### src/rtl/core/uds_pkg.sv
// Shared types and constants of the UDS diagnostic server.
package uds_pkg;

   localparam logic [7:0] SID_READ_ID     = 8'h22;
   localparam logic [7:0] SID_SESSION     = 8'h10;
   localparam logic [7:0] SID_SECURITY    = 8'h27;
   localparam logic [7:0] SID_DOWNLOAD    = 8'h34;
   localparam logic [7:0] SID_TRANSFER    = 8'h36;
   localparam logic [7:0] SID_NEGATIVE    = 8'h7F;
   localparam logic [7:0] SID_POS_OFFSET  = 8'h40;

   localparam logic [7:0] NRC_SERVICE     = 8'h11;
   localparam logic [7:0] NRC_SUBFUNC     = 8'h12;
   localparam logic [7:0] NRC_CONDITIONS  = 8'h22;
   localparam logic [7:0] NRC_SEQUENCE    = 8'h24;
   localparam logic [7:0] NRC_RANGE       = 8'h31;
   localparam logic [7:0] NRC_INVALID_KEY = 8'h35;
   localparam logic [7:0] NRC_EXCEEDED    = 8'h36;

   localparam logic [7:0] DID_VIN_HI      = 8'hF1;
   localparam logic [7:0] DID_VIN_LO      = 8'h90;
   localparam logic [7:0] DID_PIN_A0_HI   = 8'h91;
   localparam logic [7:0] DID_PIN_A2_HI   = 8'h92;
   localparam logic [7:0] DID_PIN_LO      = 8'hA0;

   localparam logic [7:0] SEC_SEED        = 8'h01;
   localparam logic [7:0] SEC_KEY         = 8'h02;
   localparam logic [7:0] DL_BLOCK_LEN    = 8'd20;

   localparam logic [1:0] SESSION_DEFAULT = 2'd0;
   localparam logic [1:0] SESSION_PROG    = 2'd2;

   localparam logic [1:0] CSR_SEED        = 2'd0;
   localparam logic [1:0] CSR_KEY         = 2'd1;
   localparam logic [1:0] CSR_LIMIT       = 2'd2;

   localparam logic [15:0] SEED_RESET     = 16'h1234;
   localparam logic [15:0] KEY_RESET      = 16'h1239;
   localparam logic [3:0]  LIMIT_RESET    = 4'd5;

   typedef struct packed {
      logic [15:0] seed_value;
      logic [15:0] expected_key;
      logic [3:0]  attempt_limit;
   } cfg_type;

   typedef struct packed {
      logic [7:0] sid;
      logic [7:0] sub_function;
      logic [7:0] third_byte;
      logic [7:0] fourth_byte;
      logic       pin_a0_level;
      logic       pin_a2_level;
   } req_type;

   typedef struct packed {
      logic [2:0] resp_len;
      logic [7:0] resp_byte0;
      logic [7:0] resp_byte1;
      logic [7:0] resp_byte2;
      logic [7:0] resp_byte3;
      logic [1:0] session_now;
      logic       locked_now;
      logic       download_open;
   } rsp_type;

endpackage

### src/rtl/core/uds_if.sv
// Request and response channel interfaces of the UDS diagnostic server.
interface uds_req_if;
   logic        valid;
   logic        ready;
   logic [7:0]  sid;
   logic [7:0]  sub_function;
   logic [7:0]  third_byte;
   logic [7:0]  fourth_byte;
   logic [31:0] memory_address;
   logic [31:0] memory_size;
   logic        pin_a0_level;
   logic        pin_a2_level;

   modport source (output valid, sid, sub_function, third_byte, fourth_byte,
                   memory_address, memory_size, pin_a0_level, pin_a2_level,
                   input ready);
   modport sink (input valid, sid, sub_function, third_byte, fourth_byte,
                 memory_address, memory_size, pin_a0_level, pin_a2_level,
                 output ready);
endinterface

interface uds_rsp_if;
   logic       valid;
   logic       ready;
   logic [2:0] resp_len;
   logic [7:0] resp_byte0;
   logic [7:0] resp_byte1;
   logic [7:0] resp_byte2;
   logic [7:0] resp_byte3;
   logic [1:0] session_now;
   logic       locked_now;
   logic       download_open;

   modport source (output valid, resp_len, resp_byte0, resp_byte1, resp_byte2,
                   resp_byte3, session_now, locked_now, download_open,
                   input ready);
   modport sink (input valid, resp_len, resp_byte0, resp_byte1, resp_byte2,
                 resp_byte3, session_now, locked_now, download_open,
                 output ready);
endinterface

### src/rtl/core/uds_csr.sv
// Configuration registers: seed, expected key and attempt limit.
module uds_csr (
   input  logic              clock,
   input  logic              reset,
   input  logic              csr_we,
   input  logic [1:0]        csr_index,
   input  logic [15:0]       csr_wdata,
   output uds_pkg::cfg_type  cfg
);

   uds_pkg::cfg_type cfg_ff;
   uds_pkg::cfg_type cfg_in;

   always_comb begin
      cfg_in = cfg_ff;
      if (csr_we) begin
         case (csr_index)
            uds_pkg::CSR_SEED:  cfg_in.seed_value    = csr_wdata;
            uds_pkg::CSR_KEY:   cfg_in.expected_key  = csr_wdata;
            uds_pkg::CSR_LIMIT: cfg_in.attempt_limit = csr_wdata[3:0];
            default:            cfg_in = cfg_ff;
         endcase
      end
   end

   always_ff @(posedge clock) begin
      if (reset) begin
         cfg_ff.seed_value    <= uds_pkg::SEED_RESET;
         cfg_ff.expected_key  <= uds_pkg::KEY_RESET;
         cfg_ff.attempt_limit <= uds_pkg::LIMIT_RESET;
      end else begin
         cfg_ff <= cfg_in;
      end
   end

   assign cfg = cfg_ff;

endmodule

### src/rtl/core/uds_decode.sv
// Service decoder and session, security and download state.
module uds_decode (
   input  logic              clock,
   input  logic              reset,
   input  uds_pkg::cfg_type  cfg,
   input  uds_pkg::req_type  item,
   input  logic              step,
   output uds_pkg::rsp_type  rsp,
   output logic              has_rsp
);

   logic [1:0] session_ff,  session_in;
   logic       locked_ff,   locked_in;
   logic       pending_ff,  pending_in;
   logic [3:0] failed_ff,   failed_in;
   logic       dl_ff,       dl_in;
   uds_pkg::rsp_type r;

   always_comb begin
      session_in = session_ff;
      locked_in  = locked_ff;
      pending_in = pending_ff;
      failed_in  = failed_ff;
      dl_in      = dl_ff;
      has_rsp    = 1'b0;
      r          = '0;
      if (!item.sid[6]) begin
         has_rsp = 1'b1;
         r.resp_len   = 3'd3;
         r.resp_byte0 = uds_pkg::SID_NEGATIVE;
         r.resp_byte1 = item.sid;
         case (item.sid)
            uds_pkg::SID_READ_ID: begin
               r.resp_byte2 = uds_pkg::NRC_RANGE;
               if (item.sub_function == uds_pkg::DID_VIN_HI &&
                   item.third_byte == uds_pkg::DID_VIN_LO) begin
                  r.resp_byte0 = uds_pkg::SID_READ_ID + uds_pkg::SID_POS_OFFSET;
                  r.resp_byte1 = uds_pkg::DID_VIN_HI;
                  r.resp_byte2 = uds_pkg::DID_VIN_LO;
               end else if (item.third_byte == uds_pkg::DID_PIN_LO &&
                            (item.sub_function == uds_pkg::DID_PIN_A0_HI ||
                             item.sub_function == uds_pkg::DID_PIN_A2_HI)) begin
                  r.resp_len   = 3'd4;
                  r.resp_byte0 = uds_pkg::SID_READ_ID + uds_pkg::SID_POS_OFFSET;
                  r.resp_byte1 = item.sub_function;
                  r.resp_byte2 = uds_pkg::DID_PIN_LO;
                  r.resp_byte3 = {7'd0, (item.sub_function == uds_pkg::DID_PIN_A0_HI) ?
                                 item.pin_a0_level : item.pin_a2_level};
               end
            end
            uds_pkg::SID_SESSION: begin
               if (item.sub_function inside {[8'd1 : 8'd3]}) begin
                  session_in   = item.sub_function[1:0] - 2'd1;
                  locked_in    = 1'b1;
                  r.resp_len   = 3'd2;
                  r.resp_byte0 = uds_pkg::SID_SESSION + uds_pkg::SID_POS_OFFSET;
                  r.resp_byte1 = item.sub_function;
               end else begin
                  r.resp_byte2 = uds_pkg::NRC_SUBFUNC;
               end
            end
            uds_pkg::SID_SECURITY: begin
               r.resp_byte2 = uds_pkg::NRC_CONDITIONS;
               if (item.sub_function == uds_pkg::SEC_SEED) begin
                  if (session_ff == uds_pkg::SESSION_PROG) begin
                     locked_in    = 1'b1;
                     pending_in   = 1'b1;
                     r.resp_len   = 3'd4;
                     r.resp_byte0 = uds_pkg::SID_SECURITY + uds_pkg::SID_POS_OFFSET;
                     r.resp_byte1 = uds_pkg::SEC_SEED;
                     r.resp_byte2 = cfg.seed_value[15:8];
                     r.resp_byte3 = cfg.seed_value[7:0];
                  end
               end else if (item.sub_function == uds_pkg::SEC_KEY) begin
                  if (!pending_ff) begin
                     r.resp_byte2 = uds_pkg::NRC_SEQUENCE;
                  end else if ({item.third_byte, item.fourth_byte} == cfg.expected_key) begin
                     pending_in   = 1'b0;
                     locked_in    = 1'b0;
                     failed_in    = 4'd0;
                     r.resp_len   = 3'd2;
                     r.resp_byte0 = uds_pkg::SID_SECURITY + uds_pkg::SID_POS_OFFSET;
                     r.resp_byte1 = uds_pkg::SEC_KEY;
                     r.resp_byte2 = 8'd0;
                  end else if (failed_ff < cfg.attempt_limit) begin
                     failed_in    = failed_ff + 4'd1;
                     r.resp_byte2 = uds_pkg::NRC_INVALID_KEY;
                  end else begin
                     failed_in    = 4'd0;
                     r.resp_byte2 = uds_pkg::NRC_EXCEEDED;
                  end
               end
            end
            uds_pkg::SID_DOWNLOAD: begin
               r.resp_byte2 = uds_pkg::NRC_CONDITIONS;
               if (session_ff == uds_pkg::SESSION_PROG) begin
                  if (!pending_ff && !locked_ff) begin
                     dl_in        = 1'b1;
                     r.resp_len   = 3'd2;
                     r.resp_byte0 = uds_pkg::SID_DOWNLOAD + uds_pkg::SID_POS_OFFSET;
                     r.resp_byte1 = uds_pkg::DL_BLOCK_LEN;
                     r.resp_byte2 = 8'd0;
                  end else begin
                     has_rsp = 1'b0;
                  end
               end
            end
            uds_pkg::SID_TRANSFER: begin
               has_rsp = 1'b0;
            end
            default: begin
               r.resp_byte2 = uds_pkg::NRC_SERVICE;
            end
         endcase
      end
      r.session_now   = session_in;
      r.locked_now    = locked_in;
      r.download_open = dl_in;
   end

   always_ff @(posedge clock) begin
      if (reset) begin
         session_ff <= uds_pkg::SESSION_DEFAULT;
         locked_ff  <= 1'b1;
         pending_ff <= 1'b0;
         failed_ff  <= 4'd0;
         dl_ff      <= 1'b0;
      end else if (step) begin
         session_ff <= session_in;
         locked_ff  <= locked_in;
         pending_ff <= pending_in;
         failed_ff  <= failed_in;
         dl_ff      <= dl_in;
      end
   end

   assign rsp = r;

endmodule

### src/rtl/core/uds_diagnostic_server.sv
// Top level of the UDS diagnostic server: request register, decoder, response register.
//
// One decoded diagnostic request enters on the req channel as an item; at most one
// response item of two to four bytes leaves on the rsp channel, together with the
// session, lock and download state after that request. Requests with sid bit 0x40
// set, transfer data, and download requests refused in the programming session while
// locked or with a seed pending give no response item.
// The csr port writes the seed, the expected key and the attempt limit; the user must
// see that it is written only while no request is in flight, as the block does not enforce it.
// A request is taken into the request register at the edge it is accepted, decoded
// combinationally from that register, and its response enters the response register
// when the decoder steps. One request per cycle is sustained while the receiver
// takes responses; the single decode stage between the two registers sets that rate.
// When the receiver stalls, the response register holds its item and the request
// register holds one more; req.ready falls only when both are full and the held
// request would produce a response. Reset empties both registers, returns the
// session to default, locks security, clears the seed flag, the failed-key count
// and the download window, and loads the register reset values.
module uds_diagnostic_server (
   input  logic         clock,
   input  logic         reset,
   uds_req_if.sink      req,
   uds_rsp_if.source    rsp,
   input  logic         csr_we,
   input  logic [1:0]   csr_index,
   input  logic [15:0]  csr_wdata
);

   uds_pkg::cfg_type cfg;
   uds_pkg::req_type item_ff, item_in;
   logic             item_valid_ff, item_valid_in;
   uds_pkg::rsp_type out_ff, out_in;
   logic             out_valid_ff, out_valid_in;
   uds_pkg::rsp_type dec_rsp;
   logic             dec_has_rsp;
   logic             out_free;
   logic             step;
   logic             take;

   uds_csr u_csr (
      .clock     (clock),
      .reset     (reset),
      .csr_we    (csr_we),
      .csr_index (csr_index),
      .csr_wdata (csr_wdata),
      .cfg       (cfg)
   );

   uds_decode u_decode (
      .clock   (clock),
      .reset   (reset),
      .cfg     (cfg),
      .item    (item_ff),
      .step    (step),
      .rsp     (dec_rsp),
      .has_rsp (dec_has_rsp)
   );

   assign out_free  = !out_valid_ff || rsp.ready;
   assign step      = item_valid_ff && (out_free || !dec_has_rsp);
   assign req.ready = !item_valid_ff || step;
   assign take      = req.valid && req.ready;

   always_comb begin
      item_in       = item_ff;
      item_valid_in = item_valid_ff && !step;
      if (take) begin
         item_valid_in        = 1'b1;
         item_in.sid          = req.sid;
         item_in.sub_function = req.sub_function;
         item_in.third_byte   = req.third_byte;
         item_in.fourth_byte  = req.fourth_byte;
         item_in.pin_a0_level = req.pin_a0_level;
         item_in.pin_a2_level = req.pin_a2_level;
      end
      out_in       = out_ff;
      out_valid_in = out_valid_ff && !rsp.ready;
      if (step && dec_has_rsp) begin
         out_in       = dec_rsp;
         out_valid_in = 1'b1;
      end
   end

   always_ff @(posedge clock) begin
      if (reset) begin
         item_valid_ff <= 1'b0;
         out_valid_ff  <= 1'b0;
      end else begin
         item_valid_ff <= item_valid_in;
         out_valid_ff  <= out_valid_in;
      end
      item_ff <= item_in;
      out_ff  <= out_in;
   end

   assign rsp.valid         = out_valid_ff;
   assign rsp.resp_len      = out_ff.resp_len;
   assign rsp.resp_byte0    = out_ff.resp_byte0;
   assign rsp.resp_byte1    = out_ff.resp_byte1;
   assign rsp.resp_byte2    = out_ff.resp_byte2;
   assign rsp.resp_byte3    = out_ff.resp_byte3;
   assign rsp.session_now   = out_ff.session_now;
   assign rsp.locked_now    = out_ff.locked_now;
   assign rsp.download_open = out_ff.download_open;

   a_len_range: assert property (@(posedge clock) disable iff (reset)
      rsp.valid |-> (rsp.resp_len == 3'd2 || rsp.resp_len == 3'd3 || rsp.resp_len == 3'd4))
      else $error("response length out of range");

   a_negative_len: assert property (@(posedge clock) disable iff (reset)
      rsp.valid && rsp.resp_byte0 == uds_pkg::SID_NEGATIVE |-> rsp.resp_len == 3'd3)
      else $error("negative response with wrong length");

   a_no_loss: assert property (@(posedge clock) disable iff (reset)
      item_valid_ff && dec_has_rsp && !out_free |=> item_valid_ff)
      else $error("pending request dropped while response stalled");

endmodule

### src/flat_wrapper.sv
// flat-port wrapper written by rule: the top's interface ports become plain ports
module uds_diagnostic_server_flat 
  (clock, reset, csr_we, csr_index, csr_wdata, req_valid, req_sid, req_sub_function, req_third_byte, req_fourth_byte, req_memory_address, req_memory_size, req_pin_a0_level, req_pin_a2_level, req_ready, rsp_valid, rsp_resp_len, rsp_resp_byte0, rsp_resp_byte1, rsp_resp_byte2, rsp_resp_byte3, rsp_session_now, rsp_locked_now, rsp_download_open, rsp_ready);
  uds_req_if req_i ();
  uds_rsp_if rsp_i ();
  input  logic clock;
  input  logic reset;
  input  logic csr_we;
  input  logic [1:0] csr_index;
  input  logic [15:0] csr_wdata;
  input wire logic [$bits(req_i.valid)-1:0] req_valid;
  input wire logic [$bits(req_i.sid)-1:0] req_sid;
  input wire logic [$bits(req_i.sub_function)-1:0] req_sub_function;
  input wire logic [$bits(req_i.third_byte)-1:0] req_third_byte;
  input wire logic [$bits(req_i.fourth_byte)-1:0] req_fourth_byte;
  input wire logic [$bits(req_i.memory_address)-1:0] req_memory_address;
  input wire logic [$bits(req_i.memory_size)-1:0] req_memory_size;
  input wire logic [$bits(req_i.pin_a0_level)-1:0] req_pin_a0_level;
  input wire logic [$bits(req_i.pin_a2_level)-1:0] req_pin_a2_level;
  output wire logic [$bits(req_i.ready)-1:0] req_ready;
  output wire logic [$bits(rsp_i.valid)-1:0] rsp_valid;
  output wire logic [$bits(rsp_i.resp_len)-1:0] rsp_resp_len;
  output wire logic [$bits(rsp_i.resp_byte0)-1:0] rsp_resp_byte0;
  output wire logic [$bits(rsp_i.resp_byte1)-1:0] rsp_resp_byte1;
  output wire logic [$bits(rsp_i.resp_byte2)-1:0] rsp_resp_byte2;
  output wire logic [$bits(rsp_i.resp_byte3)-1:0] rsp_resp_byte3;
  output wire logic [$bits(rsp_i.session_now)-1:0] rsp_session_now;
  output wire logic [$bits(rsp_i.locked_now)-1:0] rsp_locked_now;
  output wire logic [$bits(rsp_i.download_open)-1:0] rsp_download_open;
  input wire logic [$bits(rsp_i.ready)-1:0] rsp_ready;
  assign req_i.valid = req_valid;
  assign req_i.sid = req_sid;
  assign req_i.sub_function = req_sub_function;
  assign req_i.third_byte = req_third_byte;
  assign req_i.fourth_byte = req_fourth_byte;
  assign req_i.memory_address = req_memory_address;
  assign req_i.memory_size = req_memory_size;
  assign req_i.pin_a0_level = req_pin_a0_level;
  assign req_i.pin_a2_level = req_pin_a2_level;
  assign req_ready = req_i.ready;
  assign rsp_valid = rsp_i.valid;
  assign rsp_resp_len = rsp_i.resp_len;
  assign rsp_resp_byte0 = rsp_i.resp_byte0;
  assign rsp_resp_byte1 = rsp_i.resp_byte1;
  assign rsp_resp_byte2 = rsp_i.resp_byte2;
  assign rsp_resp_byte3 = rsp_i.resp_byte3;
  assign rsp_session_now = rsp_i.session_now;
  assign rsp_locked_now = rsp_i.locked_now;
  assign rsp_download_open = rsp_i.download_open;
  assign rsp_i.ready = rsp_ready;
  uds_diagnostic_server u_core (.clock(clock), .reset(reset), .req(req_i), .rsp(rsp_i), .csr_we(csr_we), .csr_index(csr_index), .csr_wdata(csr_wdata));
endmodule
### config.mk
export PLATFORM = sky130hd
export DESIGN_NAME = uds_diagnostic_server_flat
export DESIGN_NICKNAME = d
export VERILOG_FILES = /design/src/rtl/core/uds_pkg.sv /design/src/rtl/core/uds_if.sv /design/src/rtl/core/uds_csr.sv /design/src/rtl/core/uds_decode.sv /design/src/rtl/core/uds_diagnostic_server.sv /design/src/flat_wrapper.sv
export SDC_FILE = /design/constraint.sdc
export NUM_CORES = 1
export LEC_CHECK = 0
export BUFFER_PORTS_ARGS = -buffer_cell sky130_fd_sc_hd__buf_2
export CAP_MARGIN = 15
export CORE_ASPECT_RATIO = 1.25
export CORE_MARGIN = 4
export CORE_UTILIZATION = 51
export CTS_CLUSTER_SIZE = 30
export DETAILED_ROUTE_END_ITERATION = 8
export PLACE_DENSITY = 0.88
export SLEW_MARGIN = 20
export SYNTH_ARGS = -nofsm -noshare
export SYNTH_HDL_FRONTEND = slang
export SYNTH_SLANG_ARGS = --single-unit
### constraint.sdc
create_clock -name clock -period 3.04 [get_ports clock]
set_input_delay 0 -clock clock [delete_from_list [all_inputs] [get_ports clock]]
set_output_delay 0 -clock clock [all_outputs]
set_load 0.02 [all_outputs]
**Word level (Yosys, flattened, before mapping)**

Cells that the tools add are included.

- Reductions and logical operators: 27
- $add $sub $neg: 2
- $lt $le $gt $ge: 3
- Bitwise operators: 2
- Multiplexer cells: 49
- Eq/ne operators: 17

Operator list:

| operator | number |
|---|---|
| $mux W27 | 3 |
| $pmux W19 S4 | 1 |
| $mux W35 | 2 |
| $mux W17 | 3 |
| $eq A8 B8 Y1 const B | 5 |
| $pmux W8 S5 | 1 |
| $eq A8 B6 Y1 const B | 4 |
| $mux W8 | 4 |
| $mux W25 | 1 |
| $mux W24 | 1 |
| $mux W1 | 22 |
| $eq A16 B16 Y1 | 1 |
| $pmux W8 S2 | 1 |
| $logic_and A1 B1 Y1 | 9 |
| $eq A8 B1 Y1 const B | 1 |
| $eq A8 B2 Y1 const B | 1 |
| $eq A8 B5 Y1 const B | 1 |
| $ge A8 B1 Y1 const B | 1 |
| $le A8 B2 Y1 const B | 1 |
| $mux W2 | 4 |
| $mux W4 | 2 |
| $logic_not A1 Y1 | 7 |
| $reduce_and A2 Y1 | 3 |
| $reduce_and A6 Y1 | 1 |
| other kinds (14) | 20 |

- Word-level logic and storage cells: 124
- Register bits after elaboration: 120
- Output and inout port bits: 41

**Logic depth before layout (Yosys ltp)**

Gate-level depths: netlist of run 1.

- Depth in word-level cells: 12
- Gate-level depth with buffers: 9
- Mapped depth without buffers: 8

**Modules after synthesis**

Synthesis of run 1 repeated with hierarchy kept, for this count alone.

- Cell total of the unflattened synthesis: 462
- Area total of the unflattened synthesis: 5,351.4 µm²

By module, submodules not included:

| module | cells each | area each (µm²) | sequential area each (µm²) | times used |
|---|---|---|---|---|
| uds_diagnostic_server | 85 | 2,296.0 | 2,232.1 | 1 |
| uds_decode | 235 | 1,595.3 | 180.2 | 1 |
| uds_csr | 142 | 1,460.2 | 720.7 | 1 |

**Worst setup path after synthesis of run 1**

OpenSTA, ideal clock, no wires.

- Path kind: register -> register
- Start: register u_core.item_ff[32] (netlist name)
- End: register u_core.out_ff (netlist bit u_core.rsp.download_open) (enable)
- Setup time: 0.399 ns
- Path slack: 0.265 ns
- Buffers on the path: 1
- Clock period less this slack: 2.775 ns
- Data required time: 2.641 ns
- Cell stages (with the launch flop): 7
- Arrival time: 2.376 ns
- Path through: edfxtp_1 > buf_6 > nor3b_4 > nand2_4 > o31ai_4 > and2_1 > and2_1

- Longest elaborated chain between the ends: 7
- Elaborated cells on any way between the ends: 8
- Those cells by class: eq/ne (2); mux (2); reduce/logical (4)

RTL lines:

| element | line | RTL |
|---|---|---|
| start, declared | uds_diagnostic_server.sv:30 | `uds_pkg::req_type item_ff, item_in;` |
| start signal, assigned | uds_diagnostic_server.sv:92 | `item_ff <= item_in;` |
| $eq A8 B6 Y1 | uds_decode.sv:32 | `case (item.sid)` |
| $pmux W1 S2 | uds_decode.sv:32 |  |
| $mux W1 (*) | uds_decode.sv:27 | `if (!item.sid[6]) begin` |
| $logic_not A1 Y1 | uds_diagnostic_server.sv:60 | `assign step = item_valid_ff && (out_free \|\| !dec_has_rsp);` |
| $logic_or A1 B1 Y1 | uds_diagnostic_server.sv:60 |  |
| $logic_and A1 B1 Y1 | uds_diagnostic_server.sv:60 |  |
| $logic_and A1 B1 Y1 (*) | uds_diagnostic_server.sv:78 | `if (step && dec_has_rsp) begin` |
| end signal, assigned | uds_diagnostic_server.sv:93 | `out_ff <= out_in;` |
| end, declared | uds_diagnostic_server.sv:32 | `uds_pkg::rsp_type out_ff, out_in;` |

Every way passes the cells marked *; elsewhere a longest branch is shown, timed or not.
A chain may end at the register's enable or synchronous reset.

**Worst setup path after layout of run 1**

- Start: register u_core.item_ff[11] (netlist name)
- End: register u_core.out_ff (netlist bit u_core.rsp.resp_byte1[1]) (data pin)

- Longest elaborated chain between the ends: 6
- Elaborated cells on any way between the ends: 12
- Those cells by class: eq/ne (3); mux (7); reduce/logical (2)

RTL lines:

| element | line | RTL |
|---|---|---|
| $eq A16 B16 Y1 | uds_decode.sv:77 | `end else if ({item.third_byte, item.fourth_byte} == cfg.expected_key) begin` |
| $mux W17 | uds_decode.sv:77 |  |
| $mux W17 | uds_decode.sv:75 | `if (!pending_ff) begin` |
| $mux W27 | uds_decode.sv:74 | `end else if (item.sub_function == uds_pkg::SEC_KEY) begin` |
| $mux W27 | uds_decode.sv:64 | `if (item.sub_function == uds_pkg::SEC_SEED) begin` |
| $pmux W19 S4 (*) | uds_decode.sv:32 |  |

Marked as above.

==> metrics, run 1 <==
RR Endpoint u_core.rsp.resp_byte1[1]; Clock Latency Late Sink slightly above 400 ps; data required time of the worst path around 3200 ps; relative slew slack 34.5%; Achievable Freq ~380 MHz; core area 0.00971 mm²; global placement routability congestion between 0.9 and 1; num rows 40; post-synthesis sequential area ratio 60.9%; Slew Limit Fails 0; Detailed Route WL between 10000 and 15000 µm; CP Max Fanout 5; Mapped Cells 483; first-pass GRT wire length 22200 µm; slowest stage delay, CP 450 ps; Worst R2R Start u_core.item_ff[11]; Yosys warnings 0; CP Launch Type flip-flop; vias per inst 5.67; Avg Cell Area, Syn 10.6 µm²; hold path startpoint reset; setup violators final 0; final period utilization 86.2%; routing usage on met1 28.5%; die height ~120 µm; layout cell share with drive strength beyond 1 22.7%; pin count of the biggest net entering global routing 39; busiest grt layer met2; Storage cell area 0.00310 mm²; Clk pwr share 47.9%; total CTS buffers 17; Clock transition at path regs 50 ps; GRT Util Overall 24.3%; via count 4473; Pre-antenna DRT Iters 6; most frequent cells in the layout buf_2, nand2_1, edfxtp_1; reg-to-reg slack, setup approximately 420 ps; H-tree depth 4; via count of the first global-routing pass 4418; GRT met3 Usage 5.87%; antenna-violating nets left 0; DRC 0; worst r2r path cells 6; WHS ~130 ps; static leakage 0.00271 µW; Initial Utilization a little over half; Gate power share roughly 7.4%; Post-synth EDFFs 72; die extent in x 97.4 µm; sw frac between 20% and 30%; Seq pwr share around 45%; Internal roughly 3200 µW; slowest stage cell, crit path nor4_1; VDD IR max 0.531 mV; final net count 776; area grow syn2layout 35.5%; Setup WS post-layout 419 ps; status finished clean; TritonCTS clock tree yes; hold path cells 2; CTS Buffer Depth 2; 1st-iter DRT viols about 540; critical path cell sequence nor4_1, nand4_1, o21ai_2, nor2_1, a2111oi_0, o311ai_1; Worst Skew 8.82 ps; syn nets 611; hold crit path type primary input to flip-flop; Seq cells post-synth between 100 and 150; initial antenna violation count 2; Multi-input gate area 0.00186 mm²; FILL cells around 670; DIE AREA 0.0117 mm²; crit path DAT 2740 ps; Critical Path End Type flip-flop; fraction of registers with async set/reset 0%; post-layout util between 70% and 80%; RSZ-0062 raised after global routing false; pre-CTS WS 476 ps; sw power around 900 µW; MaxCap Viol Count 0; Synth Flop Type edfxtp_1; Least-Margin Pin Slew 978 ps; post-synthesis cell type count 57; cell area after synthesis 0.00510 mm²; per-cell routed wire length 17.3 µm; grt ovf 0; met2 Track Usage GR 40.4%; Power Total 4070 µW; Setup CP Type flip-flop to flip-flop; setup TNS 0 ps; DP HPWL between 8000 and 9000 µm; clock root buffer clkbuf_16; power per cell area 589 mW/mm²; Final Hold Viols 0; Hold Crit Endpoint u_core.u_csr.cfg[1]; min Tclk post-route 2620 ps; CTS Sinks 119; input/output buffers 96; I/O Pins ~160; commonest non-fill, non-tap cell in the layout buf_2
[worst max-delay path by stage]
stage                  startpoint                  endpoint
6_report       u_core.item_ff[11]  u_core.rsp.resp_byte1[1]
5_1_grt        u_core.item_ff[11]  u_core.rsp.resp_byte1[1]
4_1_cts        u_core.item_ff[11]  u_core.rsp.resp_byte1[1]
3_5_place_dp   u_core.item_ff[11]  u_core.rsp.resp_byte1[1]
3_3_place_gp   u_core.item_ff[11]  u_core.rsp.resp_byte1[1]
2_1_floorplan  u_core.item_ff[32]  u_core.rsp.download_open
[per-stage QoR]
stage	cell area (µm²)	cells
detailed placement	5790	702
global placement	5790	702
floorplan	5100	483
CTS	6900	787
global route	6910	789
finish	6910	789
[logic make-up (layout without fill, tap and decap cells)]
group           Yosys count  in the layout  synth area share, %
simple gates            217            217                 20.8
flops                   119            119                 60.9
compound gates           87             87                 10.5
buf+inv                  32            210                 2.58
xor+xnor                 16             16                 2.75
fa+ha+maj                 7              7                 1.72
mux                       4              4                0.786
other cells               1              3               0.0736
[worst max-delay path, delay by kind of cell, from the launching register on]
kind,cells,cell delay [ps]
flip-flops,1,410
AND/OR/NAND/NOR,3,950
AO/OA/AOI/OAI,3,980
[repair_timing]
action	4_1_cts	5_1_grt
endpoints found under the hold margin	72	0
setup buffers	0	0
gates resized for setup	0	0
hold buffers	53	0
[power groups by stage]
stage          Combinational (µW)  Clock (µW)  Sequential, µW
2_1_floorplan                 126           0            1860
3_3_place_gp                  227           0            1850
3_5_place_dp                  235           0            1850
4_1_cts                       289        1950            1820
5_1_grt                       325        2050            1820
6_report                      301        1950            1820
[cell type report]
class	instances	area share, %
Timing Repair Buffer	162	16.4
Multi-Input combinational cell	332	27.0
Clock inverter	12	1.83
Inverter	16	0.870
Antenna cell	2	0.0725
Sequential cell	119	44.9
Tap cell	126	2.28
Clock buffer	20	6.61
[synth_stat cells, drive strengths merged, types with 12 or more instances]
master | instances | area (µm²)
nand2 | 89 | 342
edfxtp | 72 | 2160
dfxtp | 47 | 941
a21oi | 41 | 205
nor2 | 35 | 134
nand3 | 25 | 130
o21ai | 17 | 88.8
inv | 16 | 60.1
xnor2 | 16 | 140
and2 | 14 | 87.6
clkbuf | 14 | 52.6
nor3 | 12 | 60.1
[per-layer routing]
layer	share of wire [%]	routed length (µm)	vias up
li1	-	-	2063
met4	5.0	688	0
met2	49	6730	257
met1	38	5180	2083
met5	0	0	-
met3	7.6	1040	70
[registers in the layout, summed over array words and instances (netlist names), 2 cells and up]
register                    flops
u_core.rsp.resp_byte3           8
u_core.item_ff                 34
u_core.rsp.resp_byte1           8
u_core.rsp.session_now          2
u_core.rsp.resp_len             3
u_core.u_decode.session_ff      2
u_core.u_csr.cfg               36
u_core.rsp.resp_byte0           7
u_core.u_decode.failed_ff       4
u_core.rsp.resp_byte2           8
Power figures use the tool's default switching activity.
==> run 2: changes to the inputs <==
--- a/config.mk
+++ b/config.mk
@@ -12,7 +12,7 @@
 export CORE_UTILIZATION = 51
 export CTS_CLUSTER_SIZE = 30
 export DETAILED_ROUTE_END_ITERATION = 8
-export PLACE_DENSITY = 0.88
+export PLACE_DENSITY = 0.8
 export SLEW_MARGIN = 20
 export SYNTH_ARGS = -nofsm -noshare
 export SYNTH_HDL_FRONTEND = slang
==> run 2 against run 1 <==
Largest power group unchanged. Critical path type unchanged. First-iteration DRC count shrank 24%. Via count shrank 5.0%. Largest cell class unchanged. Utilization shrank 0.53 points. Clock power shrank 5%. Global-route usage shrank 2.2 points. Setup slack gained 180 ps. Cell count is the same. Wire length shrank 7.0%. Sequential share of layout area grew 0.34 points.
==> metrics, run 2 (synthesis results as in run 1) <==
CTS Buffer Depth 2; I/O Pins 162; DP HPWL 8150 µm; RSZ-0062 raised after global routing false; DRC 0; input/output buffers between 90 and 100; Seq pwr share 46.0%; most frequent cells in the layout buf_2, nand2_1, edfxtp_1; via count of the first global-routing pass 4263; CTS Sinks between 100 and 150; cell family with most CP delay simple AND/OR/NAND/NOR gates; Clock transition at path regs 60 ps; MaxCap Viol Count 0; sw power 916 µW; sw frac a little under a quarter; total CTS buffers 17; Gate power share ~7.4%; data required time of the worst path 3370 ps; crit path DAT 2770 ps; Setup WS post-layout ~600 ps; first-pass GRT wire length 20400 µm; Clock Latency Late Sink 400 ps; power per cell area 577 mW/mm²; num rows 40; number of non-filler instances in the completed layout 789; Worst R2R Start u_core.item_ff[29]; Setup CP Type flip-flop to flip-flop; final net count 777; FILL cells 699; WHS 124 ps; status finished clean; Critical Path End Type flip-flop; Clk pwr share 46.7%; grt ovf 0; GRT Util Overall 22.1%; setup TNS 0 ps; Post-DP Area 0.00577 mm²; initial antenna violation count 1; CP bufs+invs 0; pre-CTS WS between 600 and 700 ps; Worst Skew between 7 and 8 ps; setup violators final 0; slowest stage cell, crit path or4_1; slowest stage delay, CP about 540 ps; max reg flops 36; Least-Margin Pin Slew 882 ps; Final Hold Viols 0; min Tclk post-route 2440 ps; layout cell share with drive strength beyond 1 23.1%; Detailed Route WL around 13000 µm; area grow syn2layout 34.5%; relative slew slack about two fifths; hold path startpoint csr_index[0]; VDD IR max 0.553 mV; Post-CTS Setup Repair Bufs 0; die height roughly 120 µm; Worst Setup SP u_core.item_ff[29]; via count 4251; Pre-antenna DRT Iters 5; per-cell routed wire length about 16 µm; clock root buffer clkbuf_16; final period utilization about 80%; vias per inst between 5 and 6; placed cell count 703; antenna-violating nets left 0; DIE AREA 0.0117 mm²; core area 0.00971 mm²; Internal approximately 3000 µW; commonest non-fill, non-tap cell in the layout buf_2; Slew Limit Fails 0; pin count of the biggest net entering global routing 37; CP Max Fanout 9; H-tree depth 4; TritonCTS clock tree yes; hold crit path type primary input to flip-flop; Achievable Freq about 410 MHz; critical path cell sequence nor2b_1, nand4_2, nor2_2, nand3_2, or4_1, a21oi_1; static leakage 0.00270 µW; die extent in x 97.4 µm; 1st-iter DRT viols 408; final instance area 0.00685 mm²; CP Launch Type flip-flop; global placement routability congestion 0.928; Initial Utilization between 50% and 60%
[run 2: final timing paths]
path                                  end  slack (ps)  cells past startpoint
max          u_core.u_decode.failed_ff[3]         600                      6
min                  u_core.u_csr.cfg[26]         120                      5
max reg2reg  u_core.u_decode.failed_ff[3]         600                      6
min reg2reg          u_core.u_csr.cfg[31]         450                      2
[run 2: worst register-to-register path: cells and delay by family, from the launching register on]
family          cells  cell delay [ps]
simple gates        5             1780
flops               1              440
compound gates      1              140
[run 2: metal layers]
metal / vias to the layer above / wire [µm] / GRT usage [%]
met3: 41 / 798 / 5.81
li1: 2061 / - / -
met5: - / 0 / 0
met4: 0 / 486 / 10.9
met1: 1954 / 5120 / 26.6
met2: 195 / 6280 / 36.7
[run 2: stage by stage]
step,total power (µW),utilization [%]
after global placement,2070,59.4
after detailed placement,2080,59.4
after floorplan,1990,-
final,3960,70.6
after global routing,4090,70.6
after CTS,3970,70.6
[run 2: area by class of cell]
type                    instances  area (µm²)  area share, %
clock buffers                  17         425           6.21
well taps                     126         158           2.30
diodes                          1        2.50         0.0365
clock inverters                15         126           1.84
repair buffers                163        1120           16.3
multi-input cells             332        1860           27.2
flip-flops and latches        119        3100           45.3
inverters                      16        60.1          0.876
[run 2: power by group through the flow]
| stage | sequential, µW | combinational (µW) | clock (µW) |
|---|---|---|---|
| floorplan | 1860 | 126 | 0 |
| global placement | 1850 | 225 | 0 |
| detailed placement | 1850 | 231 | 0 |
| CTS | 1820 | 286 | 1860 |
| global route | 1820 | 319 | 1950 |
| finish | 1820 | 291 | 1850 |
[run 2: timing repair]
| action | 4_1_cts | 5_1_grt |
|---|---|---|
| hold buffers | 53 | 0 |
| gates resized for setup | 0 | 0 |
| endpoints found under the hold margin | 72 | 0 |
